===== config.mk =====
export PLATFORM = sky130hd
export DESIGN_NAME = image_header_dimension_sniffer_unit
export DESIGN_NICKNAME = d
export VERILOG_FILES = /design/src/hdl/hidsn_pkg.sv /design/src/hdl/image_header_dimension_sniffer_unit.sv /design/src/hdl/hidsn_in_reg.sv /design/src/hdl/hidsn_parse.sv /design/src/hdl/hidsn_out_reg.sv
export SDC_FILE = /design/constraint.sdc
export NUM_CORES = 1
export LEC_CHECK = 0
export ABC_CLOCK_PERIOD_IN_PS = 4050
export BUFFER_PORTS_ARGS = -buffer_cell sky130_fd_sc_hd__buf_4
export CORE_ASPECT_RATIO = 1.2
export CORE_MARGIN = 2
export CORE_UTILIZATION = 45
export DETAILED_ROUTE_END_ITERATION = 16
export HOLD_SLACK_MARGIN = 0.06
export PLACE_DENSITY = 0.73
export SYNTH_ARGS = -nofsm -noshare
export SYNTH_HDL_FRONTEND = slang
export SYNTH_HIERARCHICAL = 1
export SYNTH_SLANG_ARGS = --single-unit

===== constraint.sdc =====
create_clock -name clk -period 4.05 [get_ports clk]
set_input_delay 0.6075 -clock clk [delete_from_list [all_inputs] [get_ports clk]]
set_output_delay 0.6075 -clock clk [all_outputs]
set_load 0.02 [all_outputs]

===== src/hdl/hidsn_pkg.sv =====
// Shared types and constants for the image header dimension sniffer.
// Used by every module of the block; depends on nothing.
package hidsn_pkg;

  // One input beat: file byte plus end-of-file mark
  typedef struct packed {
    logic [7:0] data_byte;
    logic       last_byte;
  } item_t;

  // One result beat
  typedef struct packed {
    logic        found;
    logic [31:0] width;
    logic [31:0] height;
  } result_t;

  // Lead bytes that pick the format
  localparam logic [7:0] LEAD_PNG  = 8'h89;
  localparam logic [7:0] LEAD_GIF  = 8'h47;
  localparam logic [7:0] LEAD_RIFF = 8'h52;
  localparam logic [7:0] MARK_FF   = 8'hFF;

  // Signatures, first byte in the top bits
  localparam logic [63:0] SIG_PNG   = 64'h89504E470D0A1A0A;
  localparam logic [47:0] SIG_GIF87 = 48'h474946383761;
  localparam logic [47:0] SIG_GIF89 = 48'h474946383961;
  localparam logic [31:0] SIG_RIFF  = 32'h52494646;
  localparam logic [31:0] SIG_WEBP  = 32'h57454250;
  localparam logic [31:0] TAG_VP8   = 32'h56503820;
  localparam logic [31:0] TAG_VP8L  = 32'h5650384C;
  localparam logic [31:0] TAG_VP8X  = 32'h56503858;

  // JPEG marker codes
  localparam logic [7:0] MARK_SOI    = 8'hD8;
  localparam logic [7:0] MARK_TEM    = 8'h01;
  localparam logic [7:0] MARK_RST0   = 8'hD0;
  localparam logic [7:0] MARK_RST7   = 8'hD7;
  localparam logic [7:0] MARK_SOF_LO = 8'hC0;
  localparam logic [7:0] MARK_SOF_HI = 8'hCF;
  localparam logic [7:0] MARK_DHT    = 8'hC4;
  localparam logic [7:0] MARK_JPG    = 8'hC8;
  localparam logic [7:0] MARK_DAC    = 8'hCC;

  // Byte positions where a format is checked or decided
  localparam logic [5:0] POS_JPEG_SOI  = 6'd1;
  localparam logic [5:0] POS_GIF_DONE  = 6'd9;
  localparam logic [5:0] POS_JPEG_WALK = 6'd11;
  localparam logic [5:0] POS_WEBP_TAG  = 6'd15;
  localparam logic [5:0] POS_PNG_DONE  = 6'd23;
  localparam logic [5:0] POS_WEBP_DONE = 6'd29;
  localparam logic [5:0] POS_MAX       = 6'd63;

  localparam int HDR_DEPTH = 30;
  localparam int WIN_DEPTH = 9;

endpackage


===== src/hdl/image_header_dimension_sniffer_unit.sv =====
// Image header dimension sniffer, top level: PNG, GIF, WebP and JPEG headers.
// A result is loaded into the output register when the parser takes its deciding beat.
// Throughput: one byte beat per cycle; the parser step sits between the input
// register and the output register, and stalls only while a result waits.
// Reset: rst_n synchronous, active low; clears position, mode and handshake state.
// Depends on hidsn_pkg, hidsn_in_reg, hidsn_parse, hidsn_out_reg.
module image_header_dimension_sniffer_unit
  import hidsn_pkg::*;
(
  input  logic        clk,
  input  logic        rst_n,
  input  logic        in_tvalid,
  output logic        in_tready,
  input  logic [7:0]  in_tdata,   // [7:0] data_byte
  input  logic        in_tlast,   // last_byte
  output logic        out_tvalid,
  input  logic        out_tready,
  output logic [63:0] out_tdata,  // [31:0] width, [63:32] height
  output logic        out_tuser   // found
);

  item_t   in_item;
  item_t   stage_item;
  logic    stage_valid;
  logic    take;
  logic    emit;
  logic    out_busy;
  result_t step_result;
  result_t out_result;

  assign in_item.data_byte = in_tdata;
  assign in_item.last_byte = in_tlast;

  hidsn_in_reg u_in_reg (
    .clk        (clk),
    .rst_n      (rst_n),
    .in_valid_i (in_tvalid),
    .in_ready_o (in_tready),
    .in_item_i  (in_item),
    .take_i     (take),
    .valid_o    (stage_valid),
    .item_o     (stage_item)
  );

  hidsn_parse u_parse (
    .clk          (clk),
    .rst_n        (rst_n),
    .item_valid_i (stage_valid),
    .item_i       (stage_item),
    .out_busy_i   (out_busy),
    .take_o       (take),
    .emit_o       (emit),
    .result_o     (step_result)
  );

  hidsn_out_reg u_out_reg (
    .clk         (clk),
    .rst_n       (rst_n),
    .load_i      (emit),
    .result_i    (step_result),
    .out_ready_i (out_tready),
    .out_valid_o (out_tvalid),
    .busy_o      (out_busy),
    .result_o    (out_result)
  );

  assign out_tdata = {out_result.height, out_result.width};
  assign out_tuser = out_result.found;

endmodule


===== src/hdl/hidsn_in_reg.sv =====
// Input register stage: holds one accepted byte beat until the parser takes it.
// Depends on hidsn_pkg.
module hidsn_in_reg
  import hidsn_pkg::*;
(
  input  logic  clk,
  input  logic  rst_n,
  input  logic  in_valid_i,
  output logic  in_ready_o,
  input  item_t in_item_i,
  input  logic  take_i,
  output logic  valid_o,
  output item_t item_o
);

  logic  valid_r, valid_nxt;
  item_t item_r;

  assign in_ready_o = !valid_r || take_i;

  always_comb begin
    valid_nxt = valid_r;
    if (in_valid_i && in_ready_o) begin
      valid_nxt = 1'b1;
    end else if (take_i) begin
      valid_nxt = 1'b0;
    end
  end

  always_ff @(posedge clk) begin
    if (!rst_n) begin
      valid_r <= 1'b0;
    end else begin
      valid_r <= valid_nxt;
    end
  end

  // payload, no reset
  always_ff @(posedge clk) begin
    if (in_valid_i && in_ready_o) begin
      item_r <= in_item_i;
    end
  end

  assign valid_o = valid_r;
  assign item_o  = item_r;

endmodule


===== src/hdl/hidsn_parse.sv =====
// Header parser: byte position, parse mode, header store, JPEG marker window
// and the per-byte decision logic. Depends on hidsn_pkg.
module hidsn_parse
  import hidsn_pkg::*;
(
  input  logic    clk,
  input  logic    rst_n,
  input  logic    item_valid_i,
  input  item_t   item_i,
  input  logic    out_busy_i,
  output logic    take_o,
  output logic    emit_o,
  output result_t result_o
);

  typedef enum logic [1:0] {MODE_HDR, MODE_JPEG, MODE_DONE} mode_t;

  mode_t       mode_r, mode_nxt;
  logic [5:0]  pos_r, pos_nxt;
  logic [16:0] skip_r, skip_nxt;
  logic [7:0]  hs_r  [HDR_DEPTH];
  logic [7:0]  win_r [WIN_DEPTH];

  logic [7:0]  b;
  logic [7:0]  hv [HDR_DEPTH];
  logic [7:0]  jw [WIN_DEPTH+1];
  logic [7:0]  h0;
  logic [7:0]  mk;
  logic [15:0] seg_len;
  logic [31:0] tag;
  logic        webp_ok;
  logic        emit_any;
  result_t     res;

  assign b = item_i.data_byte;

  // header view with the current byte forwarded at its own position
  always_comb begin
    for (int i = 0; i < HDR_DEPTH; i++) begin
      hv[i] = (pos_r == 6'(i)) ? b : hs_r[i];
    end
    for (int k = 0; k < WIN_DEPTH; k++) begin
      jw[k] = win_r[k];
    end
    jw[WIN_DEPTH] = b;
  end

  assign h0      = hv[0];
  assign mk      = jw[1];
  assign seg_len = {jw[2], jw[3]};
  assign tag     = {hv[12], hv[13], hv[14], hv[15]};
  assign webp_ok = ({hv[0], hv[1], hv[2], hv[3]} == SIG_RIFF) &&
                   ({hv[8], hv[9], hv[10], hv[11]} == SIG_WEBP) &&
                   (tag == TAG_VP8 || tag == TAG_VP8L || tag == TAG_VP8X);

  // per-byte decision
  always_comb begin
    mode_nxt = mode_r;
    pos_nxt  = pos_r;
    skip_nxt = skip_r;
    emit_any = 1'b0;
    res      = '0;

    if (mode_r == MODE_HDR) begin
      if (pos_r == 6'd0) begin
        if (!(h0 inside {LEAD_PNG, LEAD_GIF, LEAD_RIFF, MARK_FF})) begin
          emit_any = 1'b1;
        end
      end else if (pos_r == POS_JPEG_SOI && h0 == MARK_FF) begin
        if (hv[1] != MARK_SOI) begin
          emit_any = 1'b1;
        end else begin
          mode_nxt = MODE_JPEG;
          skip_nxt = '0;
        end
      end else if (pos_r == POS_GIF_DONE && h0 == LEAD_GIF) begin
        emit_any = 1'b1;
        if ({hv[0], hv[1], hv[2], hv[3], hv[4], hv[5]} == SIG_GIF87 ||
            {hv[0], hv[1], hv[2], hv[3], hv[4], hv[5]} == SIG_GIF89) begin
          res.found  = 1'b1;
          res.width  = 32'({hv[7], hv[6]});
          res.height = 32'({hv[9], hv[8]});
        end
      end else if (pos_r == POS_WEBP_TAG && h0 == LEAD_RIFF) begin
        emit_any = !webp_ok;
      end else if (pos_r == POS_PNG_DONE && h0 == LEAD_PNG) begin
        emit_any = 1'b1;
        if ({hv[0], hv[1], hv[2], hv[3], hv[4], hv[5], hv[6], hv[7]} == SIG_PNG) begin
          res.found  = 1'b1;
          res.width  = {hv[16], hv[17], hv[18], hv[19]};
          res.height = {hv[20], hv[21], hv[22], hv[23]};
        end
      end else if (pos_r == POS_WEBP_DONE && h0 == LEAD_RIFF) begin
        emit_any = 1'b1;
        if (tag == TAG_VP8) begin
          res.found  = 1'b1;
          res.width  = 32'({hv[27][5:0], hv[26]});
          res.height = 32'({hv[29][5:0], hv[28]});
        end else if (tag == TAG_VP8L) begin
          // 14-bit fields packed in a little-endian word at byte 21
          res.found  = 1'b1;
          res.width  = 32'({hv[22][5:0], hv[21]}) + 32'd1;
          res.height = 32'({hv[24][3:0], hv[23], hv[22][7:6]}) + 32'd1;
        end else if (tag == TAG_VP8X) begin
          res.found  = 1'b1;
          res.width  = 32'({hv[26], hv[25], hv[24]}) + 32'd1;
          res.height = 32'({hv[29], hv[28], hv[27]}) + 32'd1;
        end
      end
    end else if (mode_r == MODE_JPEG && pos_r >= POS_JPEG_WALK) begin
      // marker walk on the window, oldest byte first
      if (skip_r != '0) begin
        skip_nxt = skip_r - 17'd1;
      end else if (jw[0] == MARK_FF && mk != MARK_FF) begin
        if (mk inside {MARK_SOI, MARK_TEM, [MARK_RST0:MARK_RST7]}) begin
          skip_nxt = 17'd1;
        end else if (mk inside {[MARK_SOF_LO:MARK_SOF_HI]} && mk != MARK_DHT &&
                     mk != MARK_JPG && mk != MARK_DAC) begin
          emit_any   = 1'b1;
          res.found  = 1'b1;
          res.width  = 32'({jw[7], jw[8]});
          res.height = 32'({jw[5], jw[6]});
        end else if (seg_len < 16'd2) begin
          emit_any = 1'b1;
        end else begin
          skip_nxt = 17'(seg_len) + 17'd1;
        end
      end
    end

    if (emit_any) begin
      mode_nxt = MODE_DONE;
    end

    // end of file: undecided files report zeros, then start over
    if (item_i.last_byte) begin
      if (!emit_any && mode_r != MODE_DONE) begin
        emit_any = 1'b1;
        res      = '0;
      end
      mode_nxt = MODE_HDR;
      pos_nxt  = '0;
      skip_nxt = '0;
    end else if (pos_r != POS_MAX) begin
      pos_nxt = pos_r + 6'd1;
    end

    if (!item_valid_i) begin
      emit_any = 1'b0;
    end
  end

  assign take_o   = item_valid_i && !(emit_any && out_busy_i);
  assign emit_o   = take_o && emit_any;
  assign result_o = res;

  always_ff @(posedge clk) begin
    if (!rst_n) begin
      mode_r <= MODE_HDR;
      pos_r  <= '0;
      skip_r <= '0;
    end else if (take_o) begin
      mode_r <= mode_nxt;
      pos_r  <= pos_nxt;
      skip_r <= skip_nxt;
    end
  end

  // header store and marker window, no reset
  always_ff @(posedge clk) begin
    if (take_o) begin
      if (mode_r != MODE_DONE && pos_r < 6'(HDR_DEPTH)) begin
        hs_r[pos_r[4:0]] <= b;
      end
      for (int k = 0; k < WIN_DEPTH - 1; k++) begin
        win_r[k] <= win_r[k+1];
      end
      win_r[WIN_DEPTH-1] <= b;
    end
  end

`ifndef SYNTHESIS
  a_no_second_answer: assert property (@(posedge clk) disable iff (!rst_n)
    (mode_r == MODE_DONE) |-> !emit_any)
    else $error("second result for one file");

  a_last_restarts: assert property (@(posedge clk) disable iff (!rst_n)
    (take_o && item_i.last_byte) |=> (pos_r == '0 && mode_r == MODE_HDR && skip_r == '0))
    else $error("file state not cleared after last byte");

  a_fail_is_zero: assert property (@(posedge clk) disable iff (!rst_n)
    (emit_o && !result_o.found) |-> (result_o.width == '0 && result_o.height == '0))
    else $error("failed result carries nonzero dimensions");

  a_skip_in_jpeg: assert property (@(posedge clk) disable iff (!rst_n)
    (skip_r != '0) |-> (mode_r == MODE_JPEG))
    else $error("segment skip pending outside JPEG walk");
`endif

endmodule


===== src/hdl/hidsn_out_reg.sv =====
// Output register: holds one result beat until the downstream side takes it.
// Depends on hidsn_pkg.
module hidsn_out_reg
  import hidsn_pkg::*;
(
  input  logic    clk,
  input  logic    rst_n,
  input  logic    load_i,
  input  result_t result_i,
  input  logic    out_ready_i,
  output logic    out_valid_o,
  output logic    busy_o,
  output result_t result_o
);

  logic    valid_r, valid_nxt;
  result_t result_r;

  assign busy_o = valid_r && !out_ready_i;

  always_comb begin
    valid_nxt = valid_r;
    if (load_i) begin
      valid_nxt = 1'b1;
    end else if (out_ready_i) begin
      valid_nxt = 1'b0;
    end
  end

  always_ff @(posedge clk) begin
    if (!rst_n) begin
      valid_r <= 1'b0;
    end else begin
      valid_r <= valid_nxt;
    end
  end

  always_ff @(posedge clk) begin
    if (load_i) begin
      result_r <= result_i;
    end
  end

  assign out_valid_o = valid_r;
  assign result_o    = result_r;

endmodule


==> impl_metrics.env <==
export IMPL_slew_limit_headroom=0.555
export IMPL_place_hpwl_mm=48.2
export IMPL_synth_ff_latch_count=413
export IMPL_syn_nets=1892
export IMPL_core_area_um2=45800
export IMPL_fin_tns_setup_ns=0
export IMPL_required_ns=3.44
export IMPL_grt_pass1_vias=16076
export IMPL_die_area_um2=48200
export IMPL_grt_pass1_wl_mm=101
export IMPL_placementRows=86
export IMPL_worstPathCellList="buf_4 > buf_4 > nor2b_1 > a41oi_1 > a2111oi_2 > and4bb_2 > o21ai_2 > and2_4 > clkinv_8 > nand2b_4 > buf_6"
export IMPL_die_height_um=240
export IMPL_synth_edff_count=386
export IMPL_ys_flop_type="edfxtp_1"
export IMPL_cts_root_buf="clkbuf_16"
export IMPL_final_util=0.546
export IMPL_fmax_mhz=252
export IMPL_clk_pin_slew_worst_paths_ns=0.07
export IMPL_rr_endpoint="u_out_reg/result_o[12]"
export IMPL_diodes=0
export IMPL_drt_iter0_markers=2079
export IMPL_cts_tree="yes"
export IMPL_yosysUniqueCellTypes=100
export IMPL_syn_avg_cell_area_um2=11.2
export IMPL_fin_skew_ns=0.0204
export IMPL_drc=0
export IMPL_met3_usage=0.0451
export IMPL_path_common_cell="buf_4"
export IMPL_cp_start_kind="flip-flop"
export IMPL_path_delay_family="simple AND/OR/NAND/NOR gates"
export IMPL_power_density_nw_per_um2=393
export IMPL_hp_class="input pin to flip-flop"
export IMPL_slowest_delay_ns=0.36
export IMPL_dr_pass1_iters=8
export IMPL_routed_wl_mm=68.1
export IMPL_gp_congestion=0.995
export IMPL_antenna_left=0
export IMPL_reg2regPathDepth=13
export IMPL_cp_arrival_ns=3.37
export IMPL_p_int_mw=7.62
export IMPL_setup_viol=0
export IMPL_port_buffers=79
export IMPL_cts_buffers=42
export IMPL_overflow=0
export IMPL_initial_core_util=0.456
export IMPL_grt_util_met1=0.354
export IMPL_drv_slew=0
export IMPL_vias=16999
export IMPL_numClockSinks=413
export IMPL_worstSetupEndpointType="output pin"
export IMPL_routed_via_density=6.27
export IMPL_status="finished clean"
export IMPL_power_switching_mw=2.21
export IMPL_switching_share=0.225
export IMPL_critPathBufInv=4
export IMPL_nets=2089
export IMPL_hp_start="in_tlast"
export IMPL_grt_busiest_layer="met2"
export IMPL_hold_viol_final=0
export IMPL_worstHoldPathCells=1
export IMPL_tightest_slew_ns=0.667
export IMPL_grt_use_met2=0.453
export IMPL_clk_path_buf_depth=3
export IMPL_crit_type="flip-flop to output pin"
export IMPL_reg2reg_from="u_parse/pos_r[3]"
export IMPL_yosysSeqAreaShare=0.581
export IMPL_cap_violations=0
export IMPL_hold_worst_slack_ns=0.218
export IMPL_area_delta_synth_final_pct=19.7
export IMPL_antenna_found_initial=0
export IMPL_cts_max_level=2
export IMPL_drive_above_1_share=0.205
export IMPL_slowest_stage="edfxtp_1"
export IMPL_grt_start_max_net_pins=73
export IMPL_cp_max_fo=20
export IMPL_syn_area_um2=20900
export IMPL_p_seq_frac=0.499
export IMPL_fin_crit_ns=3.97
export IMPL_synth_yosys_warnings=6
export IMPL_synth_async_reset_ratio=0
export IMPL_timing_final_crit_share=0.981
export IMPL_r2r_setup_slack_ns=0.23
export IMPL_leakagePower_nw=8.78
export IMPL_ios=80
export IMPL_clk_latency_ns=0.57
export IMPL_wl_per_cell_um=25.1
export IMPL_die_w_um=201
export IMPL_irDropWorstVdd_uv=233
export IMPL_holdPathEnd="u_in_reg/item_o[0]"
export IMPL_p_comb_frac=0.073
export IMPL_pwr_share_clk=0.428
export IMPL_syn_inst=1869
export IMPL_track_usage=0.277
## kinds of logic after synthesis
logic type,count (synthesis),synth area share
flops,413,0.581
xor+xnor,113,0.0474
mux,50,0.0244
fa+ha+maj,10,0.00599
simple gates,734,0.185
buf+inv,158,0.0328
compound gates,391,0.124
## state kept, by name (all words and copies together) (netlist names)
name                   cells
u_parse/skip_r            17
u_parse/hs_r             240
u_parse/win_r             72
u_out_reg/result_o        65
u_parse/mode_r             2
u_out_reg/out_valid_o      1
u_in_reg/item_o            9
u_parse/pos_r              6
u_in_reg/valid_o           1
## stage by stage
stage	std cells	power, mW	worst slack (ns)	cell area [µm²]
floorplan	1869	5.31	-0.00208	20900
global placement	2623	5.67	0.126	23200
detailed placement	2623	5.68	0.107	23200
CTS	2706	9.86	0.00770	24800
global route	2713	10.1	-0.00914	25000
finish	2713	9.84	0.0758	25000
## final cells by class
| type | count | area [µm²] |
|---|---|---|
| fillers | 3873 | 20800 |
| flip-flops and latches | 413 | 12100 |
| multi-input cells | 1298 | 8240 |
| repair buffers | 275 | 2220 |
| clock buffers | 50 | 1100 |
| well taps | 616 | 771 |
| clock inverters | 25 | 387 |
| inverters | 36 | 148 |
## how the worst max path moves through the flow
stage,startpoint,end,slack [ns],cells after the start
finish,u_in_reg/item_o[5],in_tready,0.08,11
global route,u_in_reg/item_o[2],in_tready,-0.009,12
CTS,u_in_reg/item_o[4],in_tready,0.008,12
detailed placement,u_in_reg/item_o[4],u_parse/hs_r[0][6],0.11,12
global placement,u_in_reg/item_o[2],u_parse/hs_r[0][6],0.13,11
floorplan,u_in_reg/item_o[5],u_parse/hs_r[29][0],-0.002,10
## synth_stat cells, drive strengths merged (21+ instances only)
cell type    n  area share
nor4        29       0.011
a21oi      128       0.031
xor2        37       0.016
edfxtp     386        0.55
nor2       172       0.031
nand4       29      0.0090
a222oi      23       0.011
clkbuf      76       0.014
xnor2       76       0.032
inv         33      0.0059
nor3        38      0.0093
o22ai       22      0.0066
buf         46       0.013
nand2      210       0.038
a221o       21       0.010
o21ai       83       0.020
mux2i       43       0.021
nand3      103       0.025
dfxtp       27       0.026
## metal layers
layer,wire length [µm],up-vias
li1,-,7471
met4,3910,0
met5,0,-
met1,26400,8304
met3,6300,205
met2,31600,1019
## worst register-to-register path: stages (launching register included)
cell	delay (ns)
dfxtp_1	0.41
buf_6	0.23
and4bb_2	0.39
nand2_1	0.17
o21ai_0	0.54
ha_1	0.37
a21boi_1	0.19
buf_4	0.16
nand2_2	0.12
nor2_1	0.15
xnor2_1	0.13
mux2i_1	0.10
a221oi_1	0.42
o31ai_1	0.17
## placed cells by master, fill, tap and decap left out, types with 28 or more instances in the layout
master     instances
edfxtp_1         386
buf_4            258
nand2_1          204
nor2_1           170
a21oi_1          124
nand3_1          100
xnor2_1           76
o21ai_0           75
clkbuf_16         43
mux2i_1           42
nor3_1            37
xor2_1            37
inv_1             31
nand4_1           28
## power groups by stage
stage	Combinational (mW)	Sequential, mW	Clock [mW]
6_report	0.718	4.90	4.21
2_1_floorplan	0.273	5.03	0
4_1_cts	0.698	4.90	4.25
5_1_grt	0.748	4.91	4.42
3_5_place_dp	0.679	5.00	0
3_3_place_gp	0.673	4.99	0
## repair_timing
| item | in CTS | in global routing |
|---|---|---|
| hold buffers | 0 | 0 |
| cloned | 0 | 0 |
| pin swaps | 1 | 7 |
| setup buffers | 8 | 7 |
| resized for setup | 13 | 29 |
| endpoints found under the setup margin | 1 | 2 |
Power figures use the tool's default switching activity.
